## src/sv/multi_relay_watchdog_controller_core_defines.svh

```systemverilog
// ----------------------------------------------------------------------------
// multi relay watchdog controller assertion macros
// shared check macros, clocked on aclk and disabled during reset
// ----------------------------------------------------------------------------
`ifndef MULTI_RELAY_WATCHDOG_CONTROLLER_CORE_DEFINES_SVH
`define MULTI_RELAY_WATCHDOG_CONTROLLER_CORE_DEFINES_SVH

// same-cycle implication
`define MRWD_CHECK(lbl, ante, cons) \
    lbl: assert property (@(posedge aclk) disable iff (!aresetn) (ante) |-> (cons)) \
        else $error("mrwd check failed");

// next-cycle implication
`define MRWD_CHECK_NEXT(lbl, ante, cons) \
    lbl: assert property (@(posedge aclk) disable iff (!aresetn) (ante) |=> (cons)) \
        else $error("mrwd next-cycle check failed");

`endif

```

## src/sv/mrwd_pkg.sv

```systemverilog
`timescale 1ns / 1ps
// ----------------------------------------------------------------------------
// mrwd_pkg
// types, codes and helpers shared by the relay watchdog controller
// ----------------------------------------------------------------------------
package mrwd_pkg;

    localparam int RELAY_COUNT = 4;
    localparam int IDX_W       = (RELAY_COUNT > 1) ? $clog2(RELAY_COUNT) : 1;
    localparam int OUT_W       = 8;
    localparam int MS_W        = 26;
    localparam int CFG_IDX_W   = 2;
    localparam int CFG_DATA_W  = 16;

    localparam logic [MS_W-1:0] MS_PER_S  = MS_W'(1000);
    localparam logic [MS_W-1:0] COUNT_MAX = '1;

    // commands
    localparam logic [2:0] CMD_TICK     = 3'd0;
    localparam logic [2:0] CMD_PING     = 3'd1;
    localparam logic [2:0] CMD_SET_MODE = 3'd2;
    localparam logic [2:0] CMD_MANUAL   = 3'd3;
    localparam logic [2:0] CMD_TIMED_ON = 3'd4;
    localparam logic [2:0] CMD_TEMP     = 3'd5;

    // relay modes
    localparam logic [1:0] MODE_DIRECT = 2'd0;
    localparam logic [1:0] MODE_WD     = 2'd1;
    localparam logic [1:0] MODE_THERMO = 2'd2;
    localparam logic [1:0] MODE_WD_INV = 2'd3;

    // register indexes
    localparam logic [CFG_IDX_W-1:0] REG_TIMEOUT = 2'd0;
    localparam logic [CFG_IDX_W-1:0] REG_RESTART = 2'd1;
    localparam logic [CFG_IDX_W-1:0] REG_TARGET  = 2'd2;
    localparam logic [CFG_IDX_W-1:0] REG_HYST    = 2'd3;

    typedef struct packed {
        logic [2:0]        cmd;
        logic [2:0]        relay_index;
        logic [1:0]        new_mode;
        logic              manual_on;
        logic [15:0]       seconds;
        logic signed [7:0] temp_c;
    } in_word_t;

    typedef struct packed {
        logic [OUT_W-1:0] relay_levels;
        logic [OUT_W-1:0] relay_tripped;
        logic             pong;
        logic             ignored;
    } out_word_t;

    // decoded operation broadcast to every relay
    typedef struct packed {
        logic            tick;
        logic            ping;
        logic            set_mode;
        logic            man_set;
        logic            timed_on;
        logic            temp_smp;
        logic            temp_hot;
        logic            temp_cold;
        logic [1:0]      new_mode;
        logic            level;
        logic [MS_W-1:0] timer_ms;
    } mrwd_op_t;

    typedef struct packed {
        logic [MS_W-1:0]   timeout_ms;
        logic [MS_W-1:0]   restart_ms;
        logic signed [8:0] on_thr;
        logic signed [8:0] off_thr;
    } mrwd_cfg_t;

    function automatic logic [MS_W-1:0] ms_of(input logic [15:0] secs);
        return MS_W'(secs) * MS_PER_S;
    endfunction

    function automatic logic is_wd(input logic [1:0] mode);
        return (mode == MODE_WD) || (mode == MODE_WD_INV);
    endfunction

endpackage

```

## src/sv/mrwd_cfg.sv

```systemverilog
`timescale 1ns / 1ps
// ----------------------------------------------------------------------------
// mrwd_cfg
// configuration registers for millisecond limits and fan thresholds
// ----------------------------------------------------------------------------
module mrwd_cfg (
    input  logic                             aclk,
    input  logic                             aresetn,
    input  logic                             cfg_we,
    input  logic [mrwd_pkg::CFG_IDX_W-1:0]   cfg_index,
    input  logic [mrwd_pkg::CFG_DATA_W-1:0]  cfg_wdata,
    output mrwd_pkg::mrwd_cfg_t              cfg
);

    logic [mrwd_pkg::MS_W-1:0] timeout_ms_reg;
    logic [mrwd_pkg::MS_W-1:0] restart_ms_reg;
    logic signed [7:0]         target_reg;
    logic [4:0]                hyst_reg;

    always_ff @(posedge aclk) begin
        if (!aresetn) begin
            timeout_ms_reg <= mrwd_pkg::ms_of(16'd30);
            restart_ms_reg <= mrwd_pkg::ms_of(16'd5);
            target_reg     <= 8'sd40;
            hyst_reg       <= 5'd3;
        end else if (cfg_we) begin
            unique case (cfg_index)
                mrwd_pkg::REG_TIMEOUT: timeout_ms_reg <= mrwd_pkg::ms_of(cfg_wdata);
                mrwd_pkg::REG_RESTART: restart_ms_reg <= mrwd_pkg::ms_of(cfg_wdata);
                mrwd_pkg::REG_TARGET:  target_reg     <= cfg_wdata[7:0];
                mrwd_pkg::REG_HYST:    hyst_reg       <= cfg_wdata[4:0];
                default: ;
            endcase
        end
    end

    // thresholds in 9 bits
    assign cfg.timeout_ms = timeout_ms_reg;
    assign cfg.restart_ms = restart_ms_reg;
    assign cfg.on_thr     = $signed({target_reg[7], target_reg}) + $signed({4'b0000, hyst_reg});
    assign cfg.off_thr    = $signed({target_reg[7], target_reg}) - $signed({4'b0000, hyst_reg});

endmodule

```

## src/sv/mrwd_relay.sv

```systemverilog
`timescale 1ns / 1ps
`include "multi_relay_watchdog_controller_core_defines.svh"
// ----------------------------------------------------------------------------
// mrwd_relay
// state and next-state logic of one relay: mode, level, trip and timers
// ----------------------------------------------------------------------------
module mrwd_relay (
    input  logic                 aclk,
    input  logic                 aresetn,
    input  logic                 step,
    input  logic                 wd_restart,
    input  logic                 sel,
    input  mrwd_pkg::mrwd_op_t   op,
    input  mrwd_pkg::mrwd_cfg_t  cfg,
    output logic                 relay_on_next,
    output logic                 tripped_next,
    output logic                 refuse
);

    logic [1:0]                mode_reg, mode_next;
    logic                      on_reg, on_next;
    logic                      trip_reg, trip_next;
    logic [mrwd_pkg::MS_W-1:0] el_reg, el_next;
    logic [mrwd_pkg::MS_W-1:0] rem_reg, rem_next;
    logic                      manual_now;
    logic                      idle;

    assign manual_now = (mode_reg == mrwd_pkg::MODE_DIRECT);

    always_comb begin
        mode_next = mode_reg;
        on_next   = on_reg;
        trip_next = trip_reg;
        el_next   = el_reg;
        rem_next  = rem_reg;

        if (op.tick) begin
            if (mrwd_pkg::is_wd(mode_reg)) begin
                if (el_reg != mrwd_pkg::COUNT_MAX) begin
                    el_next = el_reg + mrwd_pkg::MS_W'(1);
                end
            end else if (manual_now && rem_reg != '0) begin
                rem_next = rem_reg - mrwd_pkg::MS_W'(1);
                if (rem_reg == mrwd_pkg::MS_W'(1)) begin
                    on_next = 1'b0;
                end
            end
        end
        if (op.ping && mrwd_pkg::is_wd(mode_reg)) begin
            el_next   = '0;
            trip_next = 1'b0;
            on_next   = (mode_reg == mrwd_pkg::MODE_WD);
        end
        if (sel && op.set_mode) begin
            mode_next = op.new_mode;
            rem_next  = '0;
            trip_next = 1'b0;
            el_next   = '0;
            on_next   = (op.new_mode == mrwd_pkg::MODE_WD);
        end
        if (sel && op.man_set && manual_now) begin
            on_next  = op.level;
            rem_next = '0;
        end
        if (sel && op.timed_on && manual_now) begin
            on_next  = 1'b1;
            rem_next = op.timer_ms;
        end
        if (op.temp_smp && mode_reg == mrwd_pkg::MODE_THERMO) begin
            if (op.temp_hot) begin
                on_next = 1'b1;
            end else if (op.temp_cold) begin
                on_next = 1'b0;
            end
        end

        // watchdog check after the command
        idle = (mode_next == mrwd_pkg::MODE_WD);
        if (mrwd_pkg::is_wd(mode_next)) begin
            if (trip_next) begin
                if (el_next >= cfg.restart_ms) begin
                    trip_next = 1'b0;
                    el_next   = '0;
                    on_next   = idle;
                end
            end else if (el_next >= cfg.timeout_ms && on_next == idle) begin
                on_next   = !idle;
                trip_next = 1'b1;
                el_next   = '0;
            end
        end
    end

    always_ff @(posedge aclk) begin
        if (!aresetn) begin
            mode_reg <= mrwd_pkg::MODE_DIRECT;
            on_reg   <= 1'b0;
            trip_reg <= 1'b0;
            el_reg   <= '0;
            rem_reg  <= '0;
        end else if (step) begin
            mode_reg <= mode_next;
            on_reg   <= on_next;
            trip_reg <= trip_next;
            el_reg   <= el_next;
            rem_reg  <= rem_next;
        end else if (wd_restart && mrwd_pkg::is_wd(mode_reg) && !trip_reg) begin
            el_reg <= '0;
        end
    end

    assign relay_on_next = on_next;
    assign tripped_next  = trip_next;
    assign refuse        = sel && (op.man_set || op.timed_on) && !manual_now;

    `MRWD_CHECK(a_trip_only_wd, trip_reg, mrwd_pkg::is_wd(mode_reg))
    `MRWD_CHECK(a_timer_only_manual, rem_reg != '0, manual_now)
    `MRWD_CHECK(a_count_only_wd, el_reg != '0, mrwd_pkg::is_wd(mode_reg))

endmodule

```

## src/sv/multi_relay_watchdog_controller_core.sv

```systemverilog
`timescale 1ns / 1ps
`include "multi_relay_watchdog_controller_core_defines.svh"
// path: an accepted word passes the input register, then the result register, before m_valid rises
// throughput: one word per cycle while m_ready takes each result, set by the single relay
//   update stage between the input register and the result register
// reset: synchronous active-low aresetn clears both valid flags, all relay state and
//   loads the register defaults (30 s timeout, 5 s restart, 40 C target, 3 C band)
// ----------------------------------------------------------------------------
// multi_relay_watchdog_controller_core
// relay controller with watchdog, inverted watchdog, fan and manual modes
// ----------------------------------------------------------------------------
module multi_relay_watchdog_controller_core (
    input  logic                             aclk,
    input  logic                             aresetn,
    input  logic                             s_valid,
    output logic                             s_ready,
    input  mrwd_pkg::in_word_t               s_data,
    output logic                             m_valid,
    input  logic                             m_ready,
    output mrwd_pkg::out_word_t              m_data,
    input  logic                             cfg_we,
    input  logic [mrwd_pkg::CFG_IDX_W-1:0]   cfg_index,
    input  logic [mrwd_pkg::CFG_DATA_W-1:0]  cfg_wdata
);

    logic                  in_valid_reg;
    mrwd_pkg::in_word_t    in_data_reg;
    logic                  out_valid_reg;
    mrwd_pkg::out_word_t   out_data_reg;
    mrwd_pkg::out_word_t   out_next;
    mrwd_pkg::mrwd_op_t    op;
    mrwd_pkg::mrwd_cfg_t   cfg;
    logic                  advance;
    logic                  wd_restart;
    logic                  relay_cmd;
    logic                  bad_cmd;
    logic                  in_range;
    logic signed [8:0]     temp9;

    logic [mrwd_pkg::RELAY_COUNT-1:0] on_vec;
    logic [mrwd_pkg::RELAY_COUNT-1:0] trip_vec;
    logic [mrwd_pkg::RELAY_COUNT-1:0] refuse_vec;

    assign advance = in_valid_reg && (!out_valid_reg || m_ready);
    assign s_ready = !in_valid_reg || advance;
    assign m_valid = out_valid_reg;
    assign m_data  = out_data_reg;

    always_ff @(posedge aclk) begin
        if (!aresetn) begin
            in_valid_reg  <= 1'b0;
            out_valid_reg <= 1'b0;
        end else begin
            if (s_valid && s_ready) begin
                in_valid_reg <= 1'b1;
            end else if (advance) begin
                in_valid_reg <= 1'b0;
            end
            if (advance) begin
                out_valid_reg <= 1'b1;
            end else if (m_ready) begin
                out_valid_reg <= 1'b0;
            end
        end
    end

    always_ff @(posedge aclk) begin
        if (s_valid && s_ready) begin
            in_data_reg <= s_data;
        end
        if (advance) begin
            out_data_reg <= out_next;
        end
    end

    mrwd_cfg u_cfg (
        .aclk      (aclk),
        .aresetn   (aresetn),
        .cfg_we    (cfg_we),
        .cfg_index (cfg_index),
        .cfg_wdata (cfg_wdata),
        .cfg       (cfg)
    );

    assign wd_restart = cfg_we && (cfg_index == mrwd_pkg::REG_TIMEOUT);

    // command decode
    assign temp9    = {in_data_reg.temp_c[7], in_data_reg.temp_c};
    assign in_range = {1'b0, in_data_reg.relay_index} < 4'(mrwd_pkg::RELAY_COUNT);

    always_comb begin
        op           = '0;
        op.new_mode  = in_data_reg.new_mode;
        op.level     = in_data_reg.manual_on;
        op.timer_ms  = mrwd_pkg::ms_of(in_data_reg.seconds);
        op.temp_hot  = (temp9 >= cfg.on_thr);
        op.temp_cold = (temp9 <= cfg.off_thr);
        relay_cmd    = 1'b0;
        bad_cmd      = 1'b0;
        unique case (in_data_reg.cmd)
            mrwd_pkg::CMD_TICK:     op.tick = 1'b1;
            mrwd_pkg::CMD_PING:     op.ping = 1'b1;
            mrwd_pkg::CMD_SET_MODE: begin
                op.set_mode = 1'b1;
                relay_cmd   = 1'b1;
            end
            mrwd_pkg::CMD_MANUAL: begin
                op.man_set = 1'b1;
                relay_cmd  = 1'b1;
            end
            mrwd_pkg::CMD_TIMED_ON: begin
                op.timed_on = 1'b1;
                relay_cmd   = 1'b1;
            end
            mrwd_pkg::CMD_TEMP:     op.temp_smp = 1'b1;
            default:                bad_cmd = 1'b1;
        endcase
    end

    for (genvar g = 0; g < mrwd_pkg::RELAY_COUNT; g++) begin : g_relay
        mrwd_relay u_relay (
            .aclk          (aclk),
            .aresetn       (aresetn),
            .step          (advance),
            .wd_restart    (wd_restart),
            .sel           (in_data_reg.relay_index == 3'(g)),
            .op            (op),
            .cfg           (cfg),
            .relay_on_next (on_vec[g]),
            .tripped_next  (trip_vec[g]),
            .refuse        (refuse_vec[g])
        );
    end

    always_comb begin
        out_next               = '0;
        out_next.relay_levels  = mrwd_pkg::OUT_W'(on_vec);
        out_next.relay_tripped = mrwd_pkg::OUT_W'(trip_vec);
        out_next.pong          = op.ping;
        out_next.ignored       = bad_cmd || (relay_cmd && !in_range) || (|refuse_vec);
    end

    `MRWD_CHECK(a_stall_cause, !s_ready, in_valid_reg && out_valid_reg && !m_ready)
    `MRWD_CHECK_NEXT(a_ping_pong, advance && in_data_reg.cmd == mrwd_pkg::CMD_PING, m_data.pong)
    `MRWD_CHECK(a_pong_not_ignored, m_valid, !(m_data.pong && m_data.ignored))

endmodule
```

## config.mk

```make
export PLATFORM = sky130hd
export DESIGN_NAME = multi_relay_watchdog_controller_core
export DESIGN_NICKNAME = d
export VERILOG_FILES = /design/src/sv/mrwd_pkg.sv /design/src/sv/mrwd_cfg.sv /design/src/sv/mrwd_relay.sv /design/src/sv/multi_relay_watchdog_controller_core.sv
export VERILOG_INCLUDE_DIRS = /design/src /design/src/sv
export SDC_FILE = /design/constraint.sdc
export NUM_CORES = 2
export LEC_CHECK = 0
export BUFFER_PORTS_ARGS = -buffer_cell sky130_fd_sc_hd__buf_4
export CORE_AREA = 8 8 220 275
export CTS_BUF_LIST = sky130_fd_sc_hd__clkbuf_4 sky130_fd_sc_hd__clkbuf_8 sky130_fd_sc_hd__clkbuf_16
export DETAILED_ROUTE_END_ITERATION = 12
export DIE_AREA = 0 0 228 283
export MAX_ROUTING_LAYER = met4
export PLACE_DENSITY = 0.86
export SYNTH_ARGS = -nofsm -noshare
export SYNTH_HDL_FRONTEND = slang
export SYNTH_HIERARCHICAL = 1
export SYNTH_SLANG_ARGS = --single-unit
```

## constraint.sdc

```tcl
create_clock -name aclk -period 4.99 [get_ports aclk]
set_input_delay 0.7485 -clock aclk [delete_from_list [all_inputs] [get_ports aclk]]
set_output_delay 0.7485 -clock aclk [all_outputs]
set_load 0.01 [all_outputs]
```

# Word level (Yosys, flattened, before mapping)
# Index checks and enable logic that the tools add are counted.
# word_totals
latch_bits,0
mem_bits_rw,0
out_inout_bits,20
register_bits,328
memories,0
inputBits,56
romBits,0
# op_classes
multipliers,2
n_bitwise,0
addsub,10
n_shift,0
n_lt_le_gt_ge,11
div,0
muxes,168
n_reduce_logical,120
eq_ne,48
# op_table
op,n
two-way mux 26 bit,68
greater-or-equal comparator 26 bit,8
"adder 26 x 1 -> 26 bit, second input constant",4
"== test 26 x 1 -> 1 bit, second input constant",4
"!= test 26 bit, second input constant",4
nonzero test 26 bit,4
"subtractor 26 x 1 -> 26 bit, second input constant",4
two-way mux 1 bit,96
logical AND 1 bit,56
"multiplier 16 x 7 -> 23 bit, second input constant",2
nonzero test 4 bit,8
"== test 2 bit, second input constant",14
"== test 2 x 1 -> 1 bit, second input constant",10
"!= test 4 bit, second input constant",4
AND reduction 4 bit,4
logical NOT 1 bit,15
logical OR 1 bit,13
"== test 3 x 2 -> 1 bit, second input constant",4
nonzero test 2 bit,6
logical NOT 2 bit,5
adder 8 x 6 -> 9 bit,1
greater-or-equal comparator 8 x 9 -> 1 bit,1
<= comparator 8 x 9 -> 1 bit,1
subtractor 8 x 6 -> 9 bit,1
10 further kinds,22

# Longest topological paths before layout
# depth
depth_word,18
depth_mapped,24

# Hierarchy
# Netlist, hierarchy kept.
# modules_own_cells
module,cells_each,seq_area_each_um2,area_each_um2,instances
mrwd_relay (g_relay[0].u_relay ...),667,1121.1,5116.2,3
mrwd_cfg,644,1181.1,5537.8,1
mrwd_relay (g_relay[3].u_relay),668,1121.1,4963.5,1
multi_relay_watchdog_controller_core,425,1331.3,4710.8,1

# Worst setup path before layout
# OpenSTA, ideal clock, no wires.
# synth_timing
path_type,reg2reg
start,reg in_data_reg[32] in the netlist's numbering
end,reg g_relay[3].u_relay/el_reg[23] in the netlist's numbering
n_path_buf,4
slack_ns,0.220
path_stages_with_launch,18
arrival_time_ns,4.646
required_time_ns,4.866
cell_sequence,edfxtp_1 -> nor3b_1 -> nand2_1 -> nand2_1 -> clkbuf_1 -> buf_1 -> nor2_1 -> ha_1 -> nand4_1 -> nor4_1 -> and4_1 -> o31ai_1 -> a2111o_1 -> o211a_1 -> buf_6 -> buf_6 -> a31oi_1 -> o22ai_1
# synth_lines
element,line_no,text
start: declaration,multi_relay_watchdog_controller_core.sv:27,mrwd_pkg::in_word_t in_data_reg;
start signal: assignment,multi_relay_watchdog_controller_core.sv:69,in_data_reg <= s_data;
end signal: assignment,mrwd_relay.sv:105,el_reg <= el_next;
end: declaration,mrwd_relay.sv:23,"logic [mrwd_pkg::MS_W-1:0] el_reg, el_next;"

==> results_tabular.tex <==
\begin{tabular}{lr}
\hline
Metric & Value \\
\hline
\multicolumn{2}{l}{\textbf{Status}} \\
\quad Result of the run & complete, no violations \\
\multicolumn{2}{l}{\textbf{Routing}} \\
\quad Vias per Instance & 6.23 \\
\quad Count of unresolved DRC violations after routing & 0 \\
\quad Average wire length per cell after detail routing & 19.7 µm \\
\quad Detail Route Antenna Nets & 0 \\
\quad Number of vias in the routed layout & 28800 \\
\quad Overall routed net length & 91200 µm \\
\quad Initial DRT Pass Iterations & 6 \\
\quad Initial DRC Count & 2559 \\
\multicolumn{2}{l}{\textbf{Critical path}} \\
\quad Crit path kind & reg -> reg \\
\quad Required time of the worst setup path & 5.50 ns \\
\quad Category of the worst setup path capture point & flip-flop \\
\quad Category of the worst setup path launch point & flip-flop \\
\quad Master of the slowest instance on the critical path & xnor2\_1 \\
\quad Worst path cell trace & buf\_4, inv\_1, fa\_1, fa\_1, fa\_1, inv\_1, fa\_1, ha\_4, o21a\_2, o311a\_4, a31oi\_1, xnor2\_1, nand2\_1, o31ai\_1, a22oi\_1, nor2\_1 \\
\quad Crit path max fanout & 4 \\
\quad Category of cells accounting for the largest share of critical-path delay & adder cells \\
\quad Data arrival at the endpoint of the critical path & 5.43 ns \\
\quad Slowest cell delay on critical path & 0.68 ns \\
\quad Critical path buffers and inverters & 3 \\
\quad Cell seen most often among critical-path stages & fa\_1 \\
\multicolumn{2}{l}{\textbf{STA}} \\
\quad Portion of the clock cycle consumed by the worst path in the final layout & 98.7\% \\
\quad Setup clock skew after layout & 0.0349 ns \\
\quad Max Freq & 0.203 GHz \\
\quad Min Tclk post-route & 4.93 ns \\
\quad Setup Total Neg Slack & 0 ns \\
\quad Setup slack after layout & 0.0645 ns \\
\quad Relative slew slack & 15.2\% \\
\quad Fin. Hold Viols & 0 \\
\quad Count of pins over their slew limit & 0 \\
\quad Final count of negative-setup-slack endpoints & 0 \\
\quad Worst Tran Pin Value & 1.27 ns \\
\multicolumn{2}{l}{\textbf{Place}} \\
\quad Placement-stage worst setup slack & -0.0953 ns \\
\quad DP Wirelength & 66900 µm \\
\quad Weighted congestion at the end of routability-driven global placement & 1.01 \\
\quad Port Buf Inserts & 67 \\
\multicolumn{2}{l}{\textbf{Clock network}} \\
\quad Buffer type at the clock tree root & clkbuf\_16 \\
\quad Number of clock sinks seen by CTS & 328 \\
\quad Post-CTS clock slew at the launch and capture registers of the worst setup and hold paths & 0.07 ns \\
\quad TritonCTS clock tree & built \\
\quad Clock H-tree levels & 2 \\
\quad Inserted Clock Buffers & 37 \\
\quad Clock latency on the worst-skew pair & 0.60 ns \\
\quad Maximum buffer depth of the clock tree & 3 \\
\multicolumn{2}{l}{\textbf{Global route}} \\
\quad Initial antenna violation count & 2 \\
\quad Remaining Overflow, GRT & 0 \\
\quad Pin count of the biggest net entering global routing & 78 \\
\quad Wire length of the first global-routing pass & 142000 µm \\
\quad Global routing usage summed across all routing layers & 27.3\% \\
\quad Number of global-route vias before repair & 27700 \\
\multicolumn{2}{l}{\textbf{Final layout}} \\
\quad Fin nets & 4377 \\
\quad Layout cell share with drive strength beyond 1 & 11.5\% \\
\quad Synthesis-to-layout area growth & 11.0\% \\
\multicolumn{2}{l}{\textbf{Synth}} \\
\quad Seq/Total Area, Yosys & 22.9\% \\
\quad Synthesized area per cell & 8.18 µm² \\
\quad Post-synth top flop & dfxtp\_1 \\
\quad Fraction of post-synthesis cell area in the top cell type by area & 18.7\% \\
\quad Distinct cell type count after synthesis & 112 \\
\quad Top cell type by total area after synthesis & dfxtp\_1 \\
\quad Yosys Warn Count & 6 \\
\quad Synthesized instance count & 3738 \\
\quad Leading cell types by total area after synthesis & dfxtp\_1, ha\_1, fa\_1 \\
\quad Cell with the most instances after synthesis & inv\_1 \\
\quad Synth async-reset ratio & 0\% \\
\quad Mapped Area & 30600 µm² \\
\quad Post-synth EDFFs & 43 \\
\quad Flops \& latches, synth & 328 \\
\quad Cell types with the highest counts after synthesis & inv\_1, ha\_1, nand2\_1, nor2\_1, dfxtp\_1 \\
\multicolumn{2}{l}{\textbf{Pwr}} \\
\quad Peak VDD IR & 400 µV \\
\quad Sequential share of power & 23.3\% \\
\quad Clock share of power & 23.4\% \\
\quad Fraction of power consumed by combinational cells & 53.3\% \\
\quad Switching fraction of total power & 44.1\% \\
\quad P per Cell Area & 388 nW/µm² \\
\quad Internal power summed over all cells & 7.35 mW \\
\quad Power dissipated by switching net loads & 5.80 mW \\
\quad Leakage power of the design & 14.7 nW \\
\multicolumn{2}{l}{\textbf{Die}} \\
\quad I/O pin cnt & 76 \\
\quad Die Span Y & 283 µm \\
\quad Horiz. Die Dim & 228 µm \\
\quad Die footprint & 64500 µm² \\
\quad Placement Rows & 98 \\
\quad Initial Utilization & 54.2\% \\
\quad Core area & 56400 µm² \\
\multicolumn{2}{l}{\textbf{Worst hold path}} \\
\quad Worst hold-check path type & in -> reg \\
\multicolumn{2}{l}{\textbf{Flow run}} \\
\quad Number of maximum-capacitance constraint violations & 0 \\
\hline
\end{tabular}
-- cell usage in the layout (no fill, tap or decap), types with 32 or more instances in the layout --
master,instances
a211oi_1,32
a21oi_1,237
a22oi_1,37
a31oi_1,46
a32o_1,87
and2_1,47
and3_1,35
buf_4,206
clkbuf_16,43
dfxtp_1,285
edfxtp_1,43
fa_1,109
ha_1,352
inv_1,434
nand2_1,344
nand3_1,98
nand4_1,71
nor2_1,321
nor3_1,82
o21ai_0,191
xnor2_1,62
xor2_1,49
-- per-layer routing --
metal | vias to the layer above | wire length (µm) | global-route usage, %
li1 | 13500 | - | -
met1 | 13600 | 34600 | 30.6
met2 | 1302 | 43000 | 45.1
met3 | 378 | 6500 | 3.93
met4 | 0 | 7140 | 18.1
met5 | - | 0 | -
-- path summary, 6_finish.rpt --
| check | slack, ns | cells after the start | start | to |
|---|---|---|---|---|
| worst min-delay path | 0.32 | 1 | s_data[11] | in_data_reg[11] |
| worst max-delay path | 0.06 | 16 | in_data_reg[9] | g_relay[1].u_relay/rem_reg[17] |
| worst max register to register | 0.06 | 16 | in_data_reg[9] | g_relay[1].u_relay/rem_reg[17] |
| worst min register to register | 0.48 | 2 | g_relay[2].u_relay/rem_reg[16] | g_relay[2].u_relay/rem_reg[16] |
-- per-stage QoR --
step | util [%] | instances | hold slack (ns) | instance area [µm²] | total power [mW]
floorplan | - | 3762 | 0.439 | 30700 | 7.23
global placement | 56.9 | 4542 | 0.461 | 32100 | 9.30
detailed placement | 56.9 | 4542 | 0.466 | 32100 | 9.44
CTS | 59.4 | 4610 | 0.302 | 33500 | 12.6
global route | 60.1 | 4634 | 0.308 | 33900 | 13.8
finish | 60.1 | 4634 | 0.316 | 33900 | 13.2
-- final cells by class --
cell class | instances | area [µm²]
sequential | 328 | 7000
clock buffer | 50 | 1120
timing repair buffer | 210 | 1630
fill | 4766 | 22500
inverter | 441 | 1660
clock inverter | 18 | 241
antenna | 2 | 5.00
multi-input combinational | 2835 | 21300
tap | 750 | 938
-- kinds of logic after synthesis --
kind of cell             count (synthesis)  synth area share, %
XOR/XNOR                               118                 3.38
multiplexers                            23                0.819
flip-flops                             328                 22.9
adder cells (fa/ha/maj)                468                 21.9
AND/OR/NAND/NOR                       1221                 20.0
buffers and inverters                  600                 8.79
AO/OA/AOI/OAI                          978                 22.2
other                                    2               0.0246
-- power groups by stage --
stage | logic [mW] | clock network (mW) | registers (mW)
after floorplan | 4.27 | 0 | 2.96
after global placement | 6.19 | 0 | 3.11
after detailed placement | 6.33 | 0 | 3.11
after CTS | 6.44 | 3.10 | 3.06
after global routing | 7.54 | 3.21 | 3.07
final | 7.01 | 3.07 | 3.07
-- repair_timing --
| action | CTS | global route |
|---|---|---|
| setup endpoints to repair | 12 | 119 |
| buffers inserted | 0 | 20 |
| pin swaps | 0 | 15 |
| hold buffers | 0 | 0 |
| gates resized for setup | 5 | 49 |
| cloned | 0 | 2 |
No activity file was read; power rests on OpenSTA's default activity.
